===== src/rtl/vertex_dedup_hash_table_defines.svh =====
// assertion macros shared by the table logic
// each use expects clk and arst_n in the enclosing module
`ifndef VERTEX_DEDUP_HASH_TABLE_DEFINES_SVH
`define VERTEX_DEDUP_HASH_TABLE_DEFINES_SVH

// same-cycle implication
`define VDHT_ASSERT_IMP(label, ante, cons, msg) \
	label: assert property (@(posedge clk) disable iff (!arst_n) (ante) |-> (cons)) \
		else $error(msg);

// next-cycle implication
`define VDHT_ASSERT_NXT(label, ante, cons, msg) \
	label: assert property (@(posedge clk) disable iff (!arst_n) (ante) |=> (cons)) \
		else $error(msg);

`endif


===== src/rtl/vdht_pkg.sv =====
package vdht_pkg;

	// table geometry
	localparam int unsigned MAX_ENTRIES = 4096;
	localparam int unsigned BUCKETS     = 4096;
	localparam int unsigned ENTRY_W     = $clog2(MAX_ENTRIES);
	localparam int unsigned LINK_W      = $clog2(MAX_ENTRIES + 1);
	localparam int unsigned BUCKET_W    = $clog2(BUCKETS);

	// field widths
	localparam int unsigned WORD_W   = 32;
	localparam int unsigned VERTEX_W = 11;
	localparam int unsigned INDEX_W  = 12;

	// queue between front and back
	localparam int unsigned QDEPTH = 8;
	localparam int unsigned QPTR_W = $clog2(QDEPTH);
	localparam int unsigned QCNT_W = $clog2(QDEPTH + 1);

	// hash mixing constants
	localparam logic [WORD_W-1:0] HASH_T_MUL  = 32'h85EB_CA6B;
	localparam logic [WORD_W-1:0] HASH_V_MUL  = 32'hC2B2_AE35;
	localparam logic [WORD_W-1:0] HASH_M1_MUL = 32'h7FEB_352D;
	localparam logic [WORD_W-1:0] HASH_M2_MUL = 32'h846C_A68B;

	typedef logic [LINK_W-1:0]   link_t;
	typedef logic [BUCKET_W-1:0] bucket_t;

	typedef struct packed {
		logic [WORD_W-1:0]   s;
		logic [WORD_W-1:0]   t;
		logic [VERTEX_W-1:0] v;
	} key_t;

	// one queued lookup
	typedef struct packed {
		key_t    key;
		bucket_t bucket;
	} q_item_t;

	// queue status seen by front and back
	typedef struct packed {
		logic [QCNT_W-1:0] count;
		logic              empty;
	} q_status_t;

	// one stored entry: key and chain link
	typedef struct packed {
		key_t  key;
		link_t next;
	} entry_t;

endpackage


===== src/rtl/vdht_fifo.sv =====
`include "vertex_dedup_hash_table_defines.svh"

module vdht_fifo import vdht_pkg::*; (
	input  logic      clk,
	input  logic      arst_n,
	input  logic      push,
	input  q_item_t   push_item,
	input  logic      pop,
	output q_item_t   head_item,
	output q_status_t qstat
);

	q_item_t           mem_q [QDEPTH];
	logic [QPTR_W-1:0] wr_q, rd_q;
	logic [QCNT_W-1:0] count_q;

	// pointers and fill level
	always_ff @(posedge clk or negedge arst_n) begin
		if (!arst_n) begin
			wr_q    <= '0;
			rd_q    <= '0;
			count_q <= '0;
		end else begin
			if (push) begin
				wr_q <= (wr_q == QPTR_W'(QDEPTH - 1)) ? '0 : wr_q + 1'b1;
			end
			if (pop) begin
				rd_q <= (rd_q == QPTR_W'(QDEPTH - 1)) ? '0 : rd_q + 1'b1;
			end
			if (push && !pop) begin
				count_q <= count_q + 1'b1;
			end else if (pop && !push) begin
				count_q <= count_q - 1'b1;
			end
		end
	end

	// storage
	always_ff @(posedge clk) begin
		if (push) begin
			mem_q[wr_q] <= push_item;
		end
	end

	assign head_item   = mem_q[rd_q];
	assign qstat.count = count_q;
	assign qstat.empty = (count_q == '0);

	`VDHT_ASSERT_IMP(a_no_overflow, push, (count_q != QCNT_W'(QDEPTH)) || pop, "queue overflow")
	`VDHT_ASSERT_IMP(a_no_underflow, pop, count_q != '0, "queue underflow")

endmodule


===== config.mk =====
export PLATFORM = sky130hd
export DESIGN_NAME = vdht_fifo
export DESIGN_NICKNAME = d
export VERILOG_FILES = /design/src/rtl/vdht_pkg.sv /design/src/rtl/vdht_fifo.sv
export VERILOG_INCLUDE_DIRS = /design/src /design/src/rtl
export SDC_FILE = /design/constraint.sdc
export NUM_CORES = 1
export LEC_CHECK = 0
export BUFFER_PORTS_ARGS = -buffer_cell sky130_fd_sc_hd__buf_2
export CAP_MARGIN = 10
export CORE_ASPECT_RATIO = 0.5
export CORE_MARGIN = 2
export CORE_UTILIZATION = 58
export DETAILED_ROUTE_END_ITERATION = 7
export MAX_ROUTING_LAYER = met4
export PLACE_DENSITY = 0.87
export SYNTH_ARGS = -nofsm -noshare
export SYNTH_HDL_FRONTEND = slang
export SYNTH_SLANG_ARGS = --single-unit

===== constraint.sdc =====
create_clock -name clk -period 10 [get_ports clk]
set_input_delay 1 -clock clk [delete_from_list [all_inputs] [get_ports clk]]
set_output_delay 1 -clock clk [all_outputs]
set_load 0.05 [all_outputs]

==> results.md <==
- Placed Cells: around 1.8k
- Routed vias: 12.06k
- Hold Crit Class: input pin to async pin
- Skew final: 0.02248 ns
- Tot Pwr: between 9000 and 10000 uW
- Clock transition at path regs: 0.07 ns
- Antenna Nets Post-Route: 0
- Resized cells post-CTS: 0
- Netlist Area Pre-Place: about 27000 um2
- Die height: 155.9 um
- CP cell instances: buf_4 -> buf_4 -> mux4_2 -> mux2_2 -> buf_2
- Setup bufs post-CTS: 0
- Gp weighted congestion: 0.7343
- Initial core utilization: 58.99%
- CP top delay family: buffers and inverters
- Remaining Overflow, GRT: 0
- Fillers: 2623
- Final design utilization: 66.68%
- Area Overhead vs Synth: 13.04%
- Slew headroom: 19.71%
- Post-DP HPWL: 28610 um
- Maximum buffer depth of the clock tree: 3
- CTS hold repair buffers: 0
- Final Hold Viols: 0
- Seq cells post-synth: between 700 and 800
- Final setup violating endpoints: 0
- Layout cells sized above 1: between 40% and 50%
- RSZ-0062 raised after global routing: false
- WP data arrival: 4.17 ns
- Crit path capture type: primary output
- Top cell by count, worst path: buf_4
- Final net count: 1386
- Crit Path Class: flop to primary output
- Via density: 6.198
- Drt pass-1 iters: 5
- Largest net degree at the start of global routing: 83
- Synth warnings: 0
- Max stage delay on crit path: 1.04 ns
- Fin cells: 1945
- Post-synthesis sequential area ratio: 79.06%
- P_leak: a little under 0.01 uW
- Io pins: 183
- MaxCap Viol Count: 0
- Netlist cell types: 26
- Period minus WS final: 5.171 ns
- First-pass GRT wire length: 80530 um
- Syn Area/Cell: 24.98 um2
- Cts bufs inserted: 58
- Vias in the first global route: approximately 13k
- Slowest CP cell: buf_4
- Post-synth top area cell: edfxtp_1
- WP data required: around 9.0 ns
- Worst-Skew Late Latency: 0.60 ns
- # DRC: 0
- Crit-path max FO: 82
- Slew @ Worst Pin: 1.204 ns
- Routed WL per cell: around 28 um
- Core area: 45350 um2
- Antenna violations before repair: 12
- Ranking of synthesized cells by area: edfxtp_1 78%, mux4_2 15%, mux2_2 3.9%, dfrtp_1 0.94%, buf_6 0.67%
- Die area: approximately 48000 um2
- CP bufs+invs: 3
- Setup total negative slack: 0 ns
- Port Buf Inserts: 182
- Peak VDD IR: 0.2647 mV
- Clock Tree Root: clkbuf_16
- Rows: 55
- Die X-Extent: about 310 um
- Post-route clock period utilization: 51.71%
- H-tree levels: 2
- Starting DRC count in detailed routing: 1294
- Post-synth top area share: 78.13%
- Synth Instances: 1071
- Fmax achieved: ~190 MHz
- Pins over their slew limit: 0
- CTS tree: done
- Nature of the critical path startpoint: flop
- Syn nets: 1170
- DRT Wirelength: 54310 um
- Power per cell area: 321.1 nW/um2
- Status: finished clean
- # clock sinks: 706
- Total Routing Usage GR: approximately a quarter
-- cells by family after synthesis --
family / share of synthesized area, %
multiplexers: 18.56
buffers and inverters: 1.239
adder cells (fa/ha/maj): 0.4022
AO/OA/AOI/OAI: 0.1917
AND/OR/NAND/NOR: 0.4818
flip-flops: 79.06
XOR/XNOR: 0.06549
-- metrics by stage --
| step | setup slack, ns | cell area, um2 | hold WS [ns] |
|---|---|---|---|
| floorplan | 2.375 | 26750 | 0.5236 |
| global placement | 5.533 | 28340 | 0.5208 |
| detailed placement | 5.470 | 28340 | 0.5495 |
| CTS | 4.790 | 30210 | 0.2403 |
| global route | 4.647 | 30240 | 0.2544 |
| finish | 4.829 | 30240 | 0.2576 |
-- placed cells by master, fill, tap and decap left out, drive strengths merged --
cell type / synthesis / routed
edfxtp: 696 / 696
buf: 33 / 206
mux4: 174 / 174
mux2: 92 / 92
clkbuf: 17 / 72
clkinv: 0 / 25
diode: 0 / 13
dfrtp: 10 / 10
nor2: 8 / 8
ha: 7 / 7
bufinv: 0 / 6
nand2: 5 / 5
inv: 4 / 5
o21ai: 3 / 3
nand3b: 3 / 3
clkinvlp: 0 / 3
nor3: 3 / 3
nand2b: 2 / 2
xnor2: 2 / 2
a21oi: 2 / 2
o211ai: 2 / 2
nand3: 2 / 2
nor4: 1 / 1
or3: 1 / 1
mux2i: 1 / 1
or4: 1 / 1
a2111o: 1 / 1
fa: 1 / 1
-- final timing paths --
path | depth (start not counted) | to | slack (ns) | from
setup / recovery | 5 | head_item[42] | 4.83 | rd_q[1]
setup reg to reg | 4 | mem_q[2][73] | 6.94 | wr_q[2]
hold reg to reg | 2 | count_q[2] | 0.56 | count_q[2]
hold / removal | 1 | wr_q[1] | 0.26 | arst_n
max in group asynchronous | 1 | rd_q[1] | 9.50 | arst_n
min in group clk | 2 | count_q[2] | 0.56 | count_q[2]
-- cell type report --
cell class	count	area, um2	share of cell area (%)
inverter	4	15.01	0.04965
timing repair buffer	206	1091	3.608
sequential	706	21160	69.98
tap	598	748.2	2.474
clock buffer	72	1545	5.110
multi-input combinational	311	5325	17.61
clock inverter	35	321.6	1.063
antenna	13	32.53	0.1076
-- state kept, by name, summed over array words and instances (netlist names) --
| signal | count |
|---|---|
| count_q | 4 |
| wr_q | 3 |
| rd_q | 3 |
| mem_q | 696 |
-- worst reg2reg max path, cell delays in order, from the launching register on --
cell and delay (ns):
dfrtp_1 0.41, nand2b_1 0.32, nor2_4 0.60, buf_4 0.57, buf_4 0.71
-- report_power, final --
part	internal (uW)	switching, uW	total [uW]
Combinational	1250	2280	3530
Clock	1250	998	2250
Sequential	3710	231	3940
-- synthesized netlist by cell type --
| library cell | instances |
|---|---|
| o211ai_1 | 2 |
| nand3b_1 | 3 |
| dfrtp_1 | 10 |
| nor4_1 | 1 |
| a2111o_1 | 1 |
| fa_1 | 1 |
| buf_1 | 10 |
| mux4_2 | 174 |
| buf_2 | 7 |
| a21oi_1 | 2 |
| nand2_1 | 5 |
| nand3_1 | 2 |
| nand2b_1 | 2 |
| or3_1 | 1 |
| clkbuf_1 | 17 |
| or4_1 | 1 |
| o21ai_0 | 3 |
| ha_1 | 7 |
| nor3_1 | 3 |
| mux2i_1 | 1 |
| mux2_2 | 92 |
| nor2_1 | 8 |
| buf_6 | 16 |
| edfxtp_1 | 696 |
| xnor2_1 | 2 |
| inv_1 | 4 |
-- layer usage --
layer  vias up  global-route usage (%)  part of all wire [%]
met5         -                       -                     0
met4         0                   9.222                   2.9
met3        93                   3.708                   5.6
met2       485                   40.05                    53
met1      6444                   29.61                    38
li1       5033                       -                     -
Power figures use the tool's default switching activity.
