$ cat src/rtl/vertex_dedup_hash_table_defines.svh
// assertion macros shared by the table logic
// each use expects clk and arst_n in the enclosing module
`ifndef VERTEX_DEDUP_HASH_TABLE_DEFINES_SVH
`define VERTEX_DEDUP_HASH_TABLE_DEFINES_SVH

// same-cycle implication
`define VDHT_ASSERT_IMP(label, ante, cons, msg) \
	label: assert property (@(posedge clk) disable iff (!arst_n) (ante) |-> (cons)) \
		else $error(msg);

// next-cycle implication
`define VDHT_ASSERT_NXT(label, ante, cons, msg) \
	label: assert property (@(posedge clk) disable iff (!arst_n) (ante) |=> (cons)) \
		else $error(msg);

`endif

$ cat src/rtl/vdht_pkg.sv
package vdht_pkg;

	// table geometry
	localparam int unsigned MAX_ENTRIES = 4096;
	localparam int unsigned BUCKETS     = 4096;
	localparam int unsigned ENTRY_W     = $clog2(MAX_ENTRIES);
	localparam int unsigned LINK_W      = $clog2(MAX_ENTRIES + 1);
	localparam int unsigned BUCKET_W    = $clog2(BUCKETS);

	// field widths
	localparam int unsigned WORD_W   = 32;
	localparam int unsigned VERTEX_W = 11;
	localparam int unsigned INDEX_W  = 12;

	// queue between front and back
	localparam int unsigned QDEPTH = 8;
	localparam int unsigned QPTR_W = $clog2(QDEPTH);
	localparam int unsigned QCNT_W = $clog2(QDEPTH + 1);

	// hash mixing constants
	localparam logic [WORD_W-1:0] HASH_T_MUL  = 32'h85EB_CA6B;
	localparam logic [WORD_W-1:0] HASH_V_MUL  = 32'hC2B2_AE35;
	localparam logic [WORD_W-1:0] HASH_M1_MUL = 32'h7FEB_352D;
	localparam logic [WORD_W-1:0] HASH_M2_MUL = 32'h846C_A68B;

	typedef logic [LINK_W-1:0]   link_t;
	typedef logic [BUCKET_W-1:0] bucket_t;

	typedef struct packed {
		logic [WORD_W-1:0]   s;
		logic [WORD_W-1:0]   t;
		logic [VERTEX_W-1:0] v;
	} key_t;

	// one queued lookup
	typedef struct packed {
		key_t    key;
		bucket_t bucket;
	} q_item_t;

	// queue status seen by front and back
	typedef struct packed {
		logic [QCNT_W-1:0] count;
		logic              empty;
	} q_status_t;

	// one stored entry: key and chain link
	typedef struct packed {
		key_t  key;
		link_t next;
	} entry_t;

endpackage

$ cat src/rtl/vdht_front.sv
module vdht_front import vdht_pkg::*; (
	input  logic                clk,
	input  logic                arst_n,
	input  logic                item_valid,
	output logic                item_ready,
	input  logic [WORD_W-1:0]   tex_s_bits,
	input  logic [WORD_W-1:0]   tex_t_bits,
	input  logic [VERTEX_W-1:0] vertex_number,
	input  q_status_t           qstat,
	output logic                push,
	output q_item_t             push_item
);

	logic              v_s1, v_s2, v_s3;
	key_t              key_s1, key_s2, key_s3;
	logic [WORD_W-1:0] m1_s1, m2_s1, p_s2, p_s3;
	logic [WORD_W-1:0] h2, h3, h4;
	logic [QCNT_W:0]   occ;
	logic              accept;

	// room check: queue plus items still hashing
	always_comb begin
		occ = {1'b0, qstat.count} + (QCNT_W + 1)'(v_s1) + (QCNT_W + 1)'(v_s2)
			+ (QCNT_W + 1)'(v_s3);
		item_ready = (occ < (QCNT_W + 1)'(QDEPTH));
		accept = item_valid && item_ready;
	end

	// mixing steps between the multiplier stages
	always_comb begin
		h2 = key_s1.s ^ m1_s1 ^ m2_s1;
		h2 = h2 ^ (h2 >> 16);
		h3 = p_s2 ^ (p_s2 >> 15);
		h4 = p_s3 ^ (p_s3 >> 16);
	end

	// stage valid bits
	always_ff @(posedge clk or negedge arst_n) begin
		if (!arst_n) begin
			v_s1 <= 1'b0;
			v_s2 <= 1'b0;
			v_s3 <= 1'b0;
		end else begin
			v_s1 <= accept;
			v_s2 <= v_s1;
			v_s3 <= v_s2;
		end
	end

	// hash pipeline payload
	always_ff @(posedge clk) begin
		key_s1 <= '{s: tex_s_bits, t: tex_t_bits, v: vertex_number};
		m1_s1  <= tex_t_bits * HASH_T_MUL;
		m2_s1  <= WORD_W'(vertex_number) * HASH_V_MUL;
		key_s2 <= key_s1;
		p_s2   <= h2 * HASH_M1_MUL;
		key_s3 <= key_s2;
		p_s3   <= h3 * HASH_M2_MUL;
	end

	// bucket is the low hash bits
	assign push      = v_s3;
	assign push_item = '{key: key_s3, bucket: h4[BUCKET_W-1:0]};

endmodule

$ cat config.mk
export PLATFORM = sky130hd
export DESIGN_NAME = vdht_front
export DESIGN_NICKNAME = d
export VERILOG_FILES = /design/src/rtl/vertex_dedup_hash_table_defines.svh /design/src/rtl/vdht_pkg.sv /design/src/rtl/vdht_front.sv
export SDC_FILE = /design/constraint.sdc
export NUM_CORES = 2
export LEC_CHECK = 0
export BUFFER_PORTS_ARGS = -buffer_cell sky130_fd_sc_hd__buf_2
export CAP_MARGIN = 20
export CORE_UTILIZATION = 50
export CTS_CLUSTER_DIAMETER = 120
export DETAILED_ROUTE_END_ITERATION = 7
export MAX_ROUTING_LAYER = met4
export PLACE_DENSITY = 0.67
export SKIP_CTS_REPAIR_TIMING = 1
export SLEW_MARGIN = 20
export SYNTH_ARGS = -nofsm -noshare
export SYNTH_HDL_FRONTEND = slang
export SYNTH_SLANG_ARGS = --single-unit
export TNS_END_PERCENT = 50
$ cat constraint.sdc
create_clock -name clk -period 10.1 [get_ports clk]
set_input_delay 1.01 -clock clk [delete_from_list [all_inputs] [get_ports clk]]
set_output_delay 1.01 -clock clk [all_outputs]
set_load 0.05 [all_outputs]
==> flow_metrics.tcl <==
set metrics [dict create \
    ant_nets 0 \
    crit_required_ns 10.54 \
    synth_mux_area_share_pct 0.0590 \
    worstSetupPathDepth 23 \
    drtIter0Drc 1271 \
    dieArea_um2 73200 \
    final.period_utilization_pct 77.4 \
    ys_async_sr_fraction_pct 0.870 \
    rr_endpoint "p_s2[31]" \
    postSynthAreaPerCell_um2 10.9 \
    status "completed" \
    nets 4829 \
    min_period_ns 7.82 \
    yosys_warnings 0 \
    drt-vias-per-instance 4.94 \
    finalHoldViolations 0 \
    antenna_found_initial 4 \
    synth-simple-area-share_pct 3.19 \
    tritoncts "done" \
    cts.sinks 345 \
    fin_skew_ns 0.0280 \
    die_w_um 271 \
    r2r_slack_ns 2.28 \
    wl_per_cell_um 18.3 \
    layout_setup_ws_ns 2.28 \
    rows 98 \
    r2r-start "m1_s1[31]" \
    routed_wl_um 82600 \
    grt_pass1_wl_um 132000 \
    synth-xor-area-share_pct 8.27 \
    synth_flop_cell "dfxtp_1" \
    seq_area_um2 6920 \
    final.setup.tns_ns 0 \
    gr-total-overflow 0 \
    fmax_ghz 0.128 \
    finalMaxSlewViolations 0 \
    placed_area_um2 38200 \
    yosys-top-cells-area "fa_1 (33%), ha_1 (22%), dfxtp_1 (19%), inv_1 (9.4%), xnor2_1 (5.1%)" \
    tightestPinTransition_ns 1.07 \
    ys_seq_area_share_pct 19.2 \
    path_delay_family "adder cells" \
    synth_area_um2 36100 \
    critPathLaunch "m1_s1[31]" \
    grt_max_degree 17 \
    ios 172 \
    multiInputGateArea_um2 25700 \
    path_cells "xor2_1, xnor2_1, xor2_1, ha_1, ha_1, xnor2_1, fa_1, inv_1, fa_1, inv_1, fa_1, inv_1, fa_1, fa_1, ha_1, a21o_1, a21o_1, a221o_1, o311ai_1, o21ai_1, o41ai_2, o21ai_0, xnor2_1" \
    crit_top_cell "fa_1" \
    dieHeight_um 271 \
    fillCellCount 6325 \
    startpoint_type "flip-flop" \
    start_util_pct 50.5 \
    crit_fanout 7 \
    synthToLayoutAreaGrowth_pct 9.61 \
    portBuffers 170 \
    root_buffer "clkbuf_16" \
    crit_path_end_kind "flip-flop" \
    hold-worst-slack_ns 0.232 \
    yosys.area.top_type "fa_1" \
    layout-drive-gt1-share_pct 7.54 \
    ys_ff_latch 345 \
    grt_pass1_vias 23900 \
    synth-compound-area-share_pct 5.18 \
    htree_levels 2 \
    syn_nets 4615 \
    final_cell_area_um2 39500 \
    worstPathArrival_ns 8.26 \
    gp_congestion 0.966 \
    drc 0 \
    core_area_um2 71400 \
    synth_top_family_by_area "adder cells" \
    vias 22200 \
    rsz0062_at_grt "no" \
    path_buf_inv 3 \
    synthAdderAreaFrac_pct 54.6 \
    yosysTopAreaCellShare_pct 33.1 \
    gr-usage-all-layers_pct 24.4 \
    worstSetupPathType "flip-flop to flip-flop" \
    place.detailed.hpwl_um 72900 \
    max_stage_delay_ns 0.82 \
    clk_pin_slew_ns 0.06 \
    syn_inst 3316 \
    synthDistinctLibCells 73 \
    slew_headroom_pct 28.6 \
    clk_latency_ns 0.59 \
    firstDrtPassIters 5 \
    hold_path_class "input port to async pin" \
    reg2reg_depth 23 \
    endpoint "p_s2[31]" \
    yosys-top-cells-count "inv_1 (904), ha_1 (620), fa_1 (596)" \
    slowest_stage "xor2_1" \
    setup_viol 0 \
    cts_buffer_depth 3 \
    dp_slack_ns 2.18 \
    synth_edf_count 0 \
    yosysMostFrequentCell "inv_1" \
    cts_made_buffers 38 \
    cap_viol_max_count 0 \
]
-- cell families (layout without fill, tap and decap cells) --
kind of cell | Yosys count | count (layout)
AO/OA/AOI/OAI | 280 | 280
buffers and inverters | 913 | 1153
AND/OR/NAND/NOR | 231 | 231
adder cells (fa/ha/maj) | 1216 | 1216
flip-flops | 345 | 345
multiplexers | 2 | 2
other | 0 | 2
XOR/XNOR | 329 | 329
-- through the flow --
step	std cells	utilization [%]
after floorplan	3316	-
after global placement	4440	53.5
after detailed placement	4440	53.5
after CTS	4506	55.4
after global routing	4508	55.4
final	4508	55.4
-- registers in the layout (all words and copies together), names as in the netlist --
| name | cells |
|---|---|
| key_s1 | 75 |
| v_s1 | 1 |
| p_s2 | 32 |
| m1_s1 | 31 |
| p_s3 | 24 |
| push | 1 |
| m2_s1 | 30 |
| push_item | 75 |
| v_s2 | 1 |
| key_s2 | 75 |
-- worst register-to-register path: stages, from the launching register on --
cell and delay [ns]:
dfxtp_1 0.31, xor2_1 0.19, xnor2_1 0.50, xor2_1 0.82, ha_1 0.46, ha_1 0.34, xnor2_1 0.18, fa_1 0.55
inv_1 0.05, fa_1 0.50, inv_1 0.06, fa_1 0.53, inv_1 0.05, fa_1 0.38, fa_1 0.46, ha_1 0.36
a21o_1 0.18, a21o_1 0.17, a221o_1 0.37, o311ai_1 0.24, o21ai_1 0.20, o41ai_2 0.44, o21ai_0 0.20, xnor2_1 0.16
-- how the worst min path moves through the flow --
stage,startpoint,endpoint,depth (start not counted)
floorplan,key_s1[10],key_s2[10],0
global placement,key_s2[44],push_item[56],0
detailed placement,key_s2[68],push_item[80],0
CTS,arst_n,v_s1,1
global route,arst_n,v_s1,1
finish,arst_n,v_s1,1
-- cell type report --
type | instances | share of cell area, %
diodes | 2 | 0.0127
clock buffers | 47 | 2.60
clock inverters | 19 | 0.842
inverters | 906 | 8.60
multi-input cells | 2058 | 65.1
flip-flops and latches | 345 | 17.5
well taps | 950 | 3.01
repair buffers | 181 | 2.36
-- cell usage in the layout, fill, tap and decap left out, types with 48 or more instances in the layout --
cell type	count
inv_1	904
nor2_1	64
ha_1	620
buf_2	170
xnor2_1	210
fa_1	596
a21oi_1	78
dfxtp_1	342
xor2_1	110
nand2_1	48
-- layer usage --
layer  global-route usage (%)  share of wire [%]
met1                     33.1                 45
met2                     37.9                 46
met3                     4.76                6.4
met4                     5.23                2.2
met5                        -                  0
Power is left out: the tool's default activity adds up to more than one toggle a clock period on the data nets, which glitch-free logic cannot reach.
